**config.mk**
```make
export PLATFORM = sky130hd
export DESIGN_NAME = sfp_lane
export DESIGN_NICKNAME = d
export VERILOG_FILES = /design/src/sfp_pkg.sv /design/src/sfp_lane.sv
export SDC_FILE = /design/constraint.sdc
export NUM_CORES = 1
export LEC_CHECK = 0
export ABC_AREA = 1
export BUFFER_PORTS_ARGS = -buffer_cell sky130_fd_sc_hd__buf_2
export CORE_UTILIZATION = 30
export DETAILED_ROUTE_END_ITERATION = 6
export GPL_TIMING_DRIVEN = 0
export SETUP_SLACK_MARGIN = 0.1
export SLEW_MARGIN = 0
export SYNTH_ARGS = -nofsm -noshare
export SYNTH_HDL_FRONTEND = slang
export SYNTH_SLANG_ARGS = --single-unit
export TNS_END_PERCENT = 1
```
**constraint.sdc**
```tcl
create_clock -name clock -period 2.9 [get_ports clock]
set_input_delay 0.29 -clock clock [delete_from_list [all_inputs] [get_ports clock]]
set_output_delay 0.29 -clock clock [all_outputs]
set_load 0.05 [all_outputs]
```
**src/sfp_pkg.sv**
```systemverilog
package sfp_pkg;

   localparam int MAX_WIDTH_DEF = 4096;
   localparam int COMP_W        = 8;
   localparam int NUM_LANES     = 3;
   localparam int PIX_W         = COMP_W * NUM_LANES;
   localparam int CSR_IDX_W     = 2;
   localparam int CSR_DATA_W    = 8;

   typedef enum logic [1:0] {
      LAYOUT_INTERLEAVED  = 2'd0,
      LAYOUT_SIDE_BY_SIDE = 2'd1,
      LAYOUT_OVER_UNDER   = 2'd2,
      LAYOUT_ANAGLYPH     = 2'd3
   } layout_type;

   typedef enum logic [CSR_IDX_W-1:0] {
      CSR_LAYOUT_MODE = 2'd0,
      CSR_HALF_HEIGHT = 2'd1,
      CSR_HALF_WIDTH  = 2'd2,
      CSR_IS_RGB      = 2'd3
   } csr_reg_type;

   // Per-lane averaging controls for one item.
   typedef struct packed {
      logic vavg;   // average with the stored even row
      logic havg;   // average with the pending pixel
      logic hold;   // capture this pixel as the pending pixel
   } lane_ctl_type;

   // Routing information that travels with an item toward the merge stage.
   typedef struct packed {
      logic sel;    // image the pixel belongs to
      logic rend;   // input row end
      logic have;   // averaging produced a pixel
   } item_info_type;

endpackage

```
**src/sfp_lane.sv**
```systemverilog
module sfp_lane import sfp_pkg::*; (
   input  logic              clock,
   input  logic              advance,
   input  lane_ctl_type      ctl,
   input  logic [COMP_W-1:0] pix,
   input  logic [COMP_W-1:0] stored,
   output logic [COMP_W-1:0] result
);

   logic [COMP_W-1:0] pend_ff;
   logic [COMP_W:0]   vsum;
   logic [COMP_W-1:0] vval;
   logic [COMP_W:0]   hsum;

   // Vertical average first, then the horizontal one; both truncate.
   assign vsum   = {1'b0, stored} + {1'b0, pix};
   assign vval   = ctl.vavg ? vsum[COMP_W:1] : pix;
   assign hsum   = {1'b0, pend_ff} + {1'b0, vval};
   assign result = ctl.havg ? hsum[COMP_W:1] : vval;

   always_ff @(posedge clock) begin
      if (advance && ctl.hold) begin
         pend_ff <= vval;
      end
   end

endmodule

```
Yosys cells after proc, flatten, opt, wreduce, memory -nomap -nowiden
Cells that the tools add are included.
{"block": "classes", "reduce_logical": 1, "addsub": 2, "mux": 2}
{"operator": "$add A8 B8 Y9", "n": 2}
{"operator": "$mux W8", "n": 2}
{"operator": "$logic_and A1 B1 Y1", "n": 1}
{"block": "totals", "regBits": 8, "out_inout_bits": 8, "in_bits": 21, "elab_cells": 6}

Logic depth before layout (Yosys ltp)
Gate-level depths: netlist of the first run.
{"block": "logic_depth", "depth_word": 4, "ltp_mapped": 20, "mapped_depth_nobuf": 20}

Least setup slack after synthesis of the first run
Ideal clock, no wire load.
{"block": "synth_path", "path_kind": "input to output", "start": "input port pix[2]", "end": "output port result[1]", "slack_ns": -0.113, "path_buffers": 0, "arrival_ns": 2.723, "required_time_ns": 2.610, "cell_stages": 9, "cell_sequence": "ha_1 a21oi_1 nand2_1 a21oi_1 o21ai_0 and2_1 ha_1 xnor2_1 o21ai_0"}
{"block": "synth_between", "elab_chain_cells": 4}
{"item": "start: declaration", "line": "sfp_lane.sv:5", "rtl": "input logic [COMP_W-1:0] pix,"}
{"item": "$add A8 B8 Y9", "line": "sfp_lane.sv:16", "rtl": "assign vsum = {1'b0, stored} + {1'b0, pix};"}
{"item": "$mux W8 *", "line": "sfp_lane.sv:17", "rtl": "assign vval = ctl.vavg ? vsum[COMP_W:1] : pix;"}
{"item": "via vval[2]", "line": "sfp_lane.sv:12", "rtl": "logic [COMP_W-1:0] vval;"}
{"item": "$add A8 B8 Y9 *", "line": "sfp_lane.sv:18", "rtl": "assign hsum = {1'b0, pend_ff} + {1'b0, vval};"}
{"item": "$mux W8 *", "line": "sfp_lane.sv:19", "rtl": "assign result = ctl.havg ? hsum[COMP_W:1] : vval;"}
{"item": "end: declaration", "line": "sfp_lane.sv:7", "rtl": "output logic [COMP_W-1:0] result"}
The timed path passes the listed nets; every way through them passes the cells marked *.

Final worst setup path of the first run
{"block": "layout_path", "start": "input port pix[3]", "end": "output port result[7]"}
{"block": "layout_between", "elab_chain_cells": 4}
{"item": "$add A8 B8 Y9 *", "line": "sfp_lane.sv:16"}
{"item": "$mux W8 *", "line": "sfp_lane.sv:17"}
{"item": "via vval[7]", "line": "sfp_lane.sv:12"}
{"item": "$add A8 B8 Y9", "line": "sfp_lane.sv:18"}
{"item": "$mux W8 *", "line": "sfp_lane.sv:19"}
Marks and branches as above.

==> impl_metrics.ini, run 1 <==
[status]
outcome = finished, final reports clean

[clock_network]
htreeDepth = 1
cts_buffers = 3
cts_buffer_depth = 2
clock-sinks = 8
cts_tree = yes
path_clk_slew_ps = 40
root_buffer = clkbuf_8

[timing]
hold_viol_final = 0
drv_slew = 0
slew_headroom_pct = 69.7
tightest_slew_ps = 454
fmax_ghz = 0.367
fin_crit_ps = 2730
fin_crit_sh_pct = 94.1
setup_violations = 0
rsz0062_at_grt = yes

[synthesis]
synth-async-reset-ratio_pct = 0
yosys.area.top_type = edfxtp_1
synth_top_area_share_pct = 20.7
avgSynthCellArea_um2 = 6.44
ys_warn_count = 0
ys.flop_type = edfxtp_1
synth_fp_nets = 218
synthTopCellsByArea = edfxtp_1 (21%), nand2_1 (17%), ha_1 (16%)
synth.most_common_cell = nand2_1
synth_edf_count = 8
ys_seq_elements = 8
synth_area_mm2 = 0.00116
synthCells = 180
ys_types = 20
synth.top_cells.by_count = nand2_1 (54), inv_1 (33), nand3_1 (17)
ys_seq_area_share_pct = 20.7

[placed_design]
port_buffers = 27
dp_hpwl_um = 2060
placed_cell_area_mm2 = 0.00136
routabilityCongestion = 0.800
placed_cells = 255

[global_route]
grt_pass1_vias = 1079
grt_antenna_before_repair = 0
grt_first_pass_wirelength_um = 4400
grt_max_degree = 11
track_usage_pct = 13.2
grt-ovfl-total = 0

[drt]
ant_nets = 0
post_drt_wl_per_cell_um = 10.3
totalWireLength_um = 2740
vias_per_cell = 4.48
drc_errors = 0
via_count = 1195
drtPass1Iterations = 4
drt_iter0_drc = 29

[cells_and_area]
diodes = 0
reg_top3 = pend_ff: 8 flops
largest_reg_flops = 8
finalNonFillerCells = 267
fillers = 392
multi_input_area_um2 = 936
fin_area_mm2 = 0.00167
seq_area_um2 = 240
regMostFlops = pend_ff
final_nets = 259
drive_gt1_share_pct = 38.4
area_growth_pct = 44.0

[worst_setup_path]
start_kind = input pin
worst_ep_arrival_time_ps = 2440
worstPathRequired_ps = 2610
crit_type = in -> out
end_kind = output pin
cp_max_fo = 3

[hold_path]
min-delay-path-class = in -> reg

[floorplanning]
rows = 22
io-pin-count = 29
coreArea_mm2 = 0.00369
die_area_mm2 = 0.00412
initial_core_util_pct = 31.4
die_w_um = 64.2
die_h_um = 64.2

[power_and_ir_drop]
power_density_mw_per_mm2 = 435
p_leak_nw = 0.871
ir_worst_vdd_mv = 0.105

[flow_run]
cap_violations = 0
power by group:
part,switching (mW),internal [mW],leakage (nW)
clock,0.0427,0.0898,0.0216
sequential,0.00664,0.141,0.0755
combinational,0.266,0.180,0.774
cells in the final DEF, fill, tap and decap left out:
master and n:
nand2_1 48, inv_1 27, buf_2 21, nand3_1 15
buf_4 11, nor2_1 10, nand2_2 8, ha_4 8
edfxtp_1 8, inv_2 7, ha_1 7, or2_2 6
buf_6 5, a21oi_2 4, a21oi_1 4, o21ai_0 4
nand3b_1 3, nand3_2 3, o21ai_1 3, clkbuf_8 3
and2_4 2, and2_1 2, o21ai_2 2, xnor2_1 2
fa_2 2, inv_4 1, o22ai_1 1, xor2_1 1
buf_8 1
metrics by stage:
| step | setup TNS [ps] | worst slack (ps) | util (%) | hold slack, ps | total power, mW |
|---|---|---|---|---|---|
| 6_report | 0 | 172 | 45.3 | 385 | 0.726 |
| 5_1_grt | 0 | 6.96 | 45.3 | 407 | 0.783 |
| 3_3_place_gp | -466 | -247 | 36.7 | 634 | 0.500 |
| 3_5_place_dp | -577 | -259 | 36.7 | 636 | 0.504 |
| 4_1_cts | 0 | 71.8 | 40.7 | 416 | 0.680 |
| 2_1_floorplan | 0 | 35.5 | - | 514 | 0.427 |
repair_timing:
| item | in CTS | in global routing |
|---|---|---|
| hold endpoints to repair | 0 | 0 |
| setup endpoints to repair | 6 | 6 |
| hold buffers | 0 | 0 |
| gates resized for setup | 22 | 24 |
| pin swaps | 10 | 15 |
| buffers inserted | 3 | 6 |
final timing paths:
| kind | start | to | slack [ps] | cells past startpoint |
|---|---|---|---|---|
| min | pix[0] | pend_ff[0] | 380 | 3 |
| max | pix[3] | result[7] | 170 | 18 |
cells by family after synthesis:
kind of cell             count (synthesis)  share of synthesized area, %
XOR/XNOR                                 3                          2.27
AND/OR/NAND/NOR                         97                          37.3
adder cells (fa/ha/maj)                 17                          19.6
flip-flops                               8                          20.7
buffers and inverters                   37                          12.2
AO/OA/AOI/OAI                           18                          7.88
cell type report:
type	count	share of cell area [%]
buffer	2	0.599
sequential	8	14.4
tap	48	3.60
inverter	35	8.01
timing repair buffer	36	14.9
multi-input combinational	135	56.0
clock buffer	3	2.47
layer usage:
layer,vias to the layer above,global-route usage (%),share of wire (%)
li1,649,-,-
met1,523,16.3,47
met2,17,23.9,50
met3,6,0.536,1.4
met4,0,5.28,1.9
met5,-,0,0
worst max-delay path, stage by stage:
cell and delay, ps:
buf_2 110, ha_1 320, nor2_1 120, inv_1 70, nand3b_1 120, nand2_1 90, buf_4 140, buf_4 120
nand2_1 50, nand3_1 90, nand2_1 70, inv_1 50, ha_1 290, inv_1 50, a21oi_1 110, o21ai_1 90
nand2_1 70, buf_4 190
Note: power is estimated with default switching activity, not from simulation.
==> inputs of run 2 (changes only) <==
ABC_AREA = default   (was 1)
==> impl_metrics.ini, run 2 <==
[status]
outcome = complete, but fails checks
violations = negative setup slack

[synthesis]
ys.flop_type = edfxtp_1
synth.top_cells.by_count = ha_1 (15), nand2_1 (14), a21oi_1 (10), nor2_1 (10), edfxtp_1 (8)
synth_fp_nets = 166
synth_edf_count = 8
yosys.area.top_type = edfxtp_1
synthCells = 128
avgSynthCellArea_um2 = 8.86
ys_seq_elements = 8
ys_seq_area_share_pct = 21.2
synthTopCellsByArea = edfxtp_1 (21%), ha_1 (17%), mux2_2 (5.0%)
ys_warn_count = 0
synth-async-reset-ratio_pct = 0
synth_top_area_share_pct = 21.2
synth.most_common_cell = ha_1
synth_area_mm2 = 0.00113
ys_types = 38

[power_and_ir_drop]
ir_worst_vdd_mv = 0.183
p_leak_nw = 0.715
power_density_mw_per_mm2 = 487

[clock_network]
path_clk_slew_ps = 40
cts_buffer_depth = 2
root_buffer = clkbuf_8
cts_buffers = 3
clock-sinks = 8
cts_tree = yes
htreeDepth = 1

[timing]
fmax_ghz = 0.331
fin_crit_ps = 3020
hold_viol_final = 0
slew_headroom_pct = 66.1
holdWs_ps = 511
tightest_slew_ps = 509
finalWorstSetupSlack_ps = -120
drv_slew = 0
rsz0062_at_grt = yes
setup_violations = 3
fin_crit_sh_pct = 104

[floorplanning]
die_w_um = 63.5
die_h_um = 63.5
initial_core_util_pct = 32.7
coreArea_mm2 = 0.00347
die_area_mm2 = 0.00403
rows = 21
io-pin-count = 29

[flow_run]
cap_violations = 0

[drt]
via_count = 1088
totalWireLength_um = 2800
drc_errors = 0
drt_iter0_drc = 28
post_drt_wl_per_cell_um = 12.8
vias_per_cell = 4.99
drtPass1Iterations = 4
ant_nets = 0

[cells_and_area]
multi_input_area_mm2 = 0.00113
seq_area_um2 = 240
fin_area_mm2 = 0.00179
final_nets = 212
diodes = 0
largest_reg_flops = 8
reg_top3 = pend_ff: 8 flops
layout_common_cells = buf_2 (19), buf_4 (13), nand2_1 (11)
area_growth_pct = 57.9
final_common_cell = buf_2
utilization_pct = 51.6
drive_gt1_share_pct = 51.7
regMostFlops = pend_ff
fillers = 342

[worst_setup_path]
start_kind = input pin
end_kind = output pin
crit_type = in -> out
worst_ep_arrival_time_ps = 2730
worstPathRequired_ps = 2610
cp_max_fo = 4

[placed_design]
port_buffers = 28
routabilityCongestion = 0.780
placed_cell_area_mm2 = 0.00147
dp_hpwl_um = 2170

[global_route]
grt_first_pass_wirelength_um = 4640
grt_antenna_before_repair = 0
grt-ovfl-total = 0
track_usage_pct = 14.9
grt_pass1_vias = 1053
grt_max_degree = 11

[hold_path]
min-delay-path-class = in -> reg
-- run 2: cell types whose count changed in the layout (fill, tap and decap cells not counted), sizes merged, moves of 4 or more --
| cell | change |
|---|---|
| mux2 | +5 |
| o21a | +4 |
| inv | -30 |
| nand2 | -42 |
| xnor2 | +4 |
| nor2b | +4 |
| nand3 | -18 |
| or2 | -6 |
-- run 2: repair_timing --
item,CTS,global route
gates resized for setup,31,13
hold buffers,0,0
pin swaps,9,17
endpoints found under the setup margin,6,6
setup buffers,6,7
-- run 2: logic make-up (layout without fill, tap and decap cells) --
| kind of cell | Yosys count | after routing | synth area share [%] |
|---|---|---|---|
| simple gates | 42 | 42 | 19.0 |
| compound gates | 38 | 38 | 23.8 |
| flops | 8 | 8 | 21.2 |
| mux | 6 | 6 | 5.85 |
| buf+inv | 7 | 51 | 2.32 |
| xor+xnor | 10 | 10 | 7.73 |
| fa+ha+maj | 17 | 17 | 20.1 |
-- run 2: layer usage --
layer  vias to the layer above  wire length [um]  track usage [%]
met2                        17              1470             26.3
met4                         0                46             6.82
li1                        562                 -                -
met3                         4                45             1.09
met5                         -                 0                0
met1                       505              1240             18.1
-- run 2: final timing paths --
| check | to | slack, ps | cells past startpoint | from |
|---|---|---|---|---|
| setup / recovery | result[6] | -120 | 13 | pix[4] |
| hold / removal | pend_ff[0] | 510 | 3 | pix[0] |
-- run 2: per-stage QoR --
stage               power, mW  TNS [ps]  setup WS (ps)  instances
finish                  0.871      -226           -120        218
global route            0.929      -810           -270        218
CTS                     0.829      -364           -112        211
detailed placement      0.613     -1570           -401        202
global placement        0.608     -1370           -355        202
floorplan               0.522     -32.9          -32.9        128
-- run 2: power breakdown --
part           internal [mW]  leakage, nW  switching [mW]
Sequential             0.142       0.0747         0.00757
Clock                 0.0898       0.0216          0.0421
Combinational          0.268        0.619           0.322
Total                  0.500        0.715           0.371
-- run 2: worst max-delay path: stages --
cell,delay (ps)
buf_2,120
ha_4,220
a21o_1,210
a21o_1,190
a221oi_2,290
xnor2_1,100
a21o_1,210
ha_4,300
a21oi_4,50
xor2_1,150
and3_1,170
nor4_4,230
buf_6,200
-- run 2: area by class of cell --
type	instances	area share, %
multi-input cells	113	63.0
repair buffers	41	16.6
flip-flops and latches	8	13.4
well taps	46	3.21
clock buffers	3	2.31
inverters	5	1.05
plain buffers	2	0.419
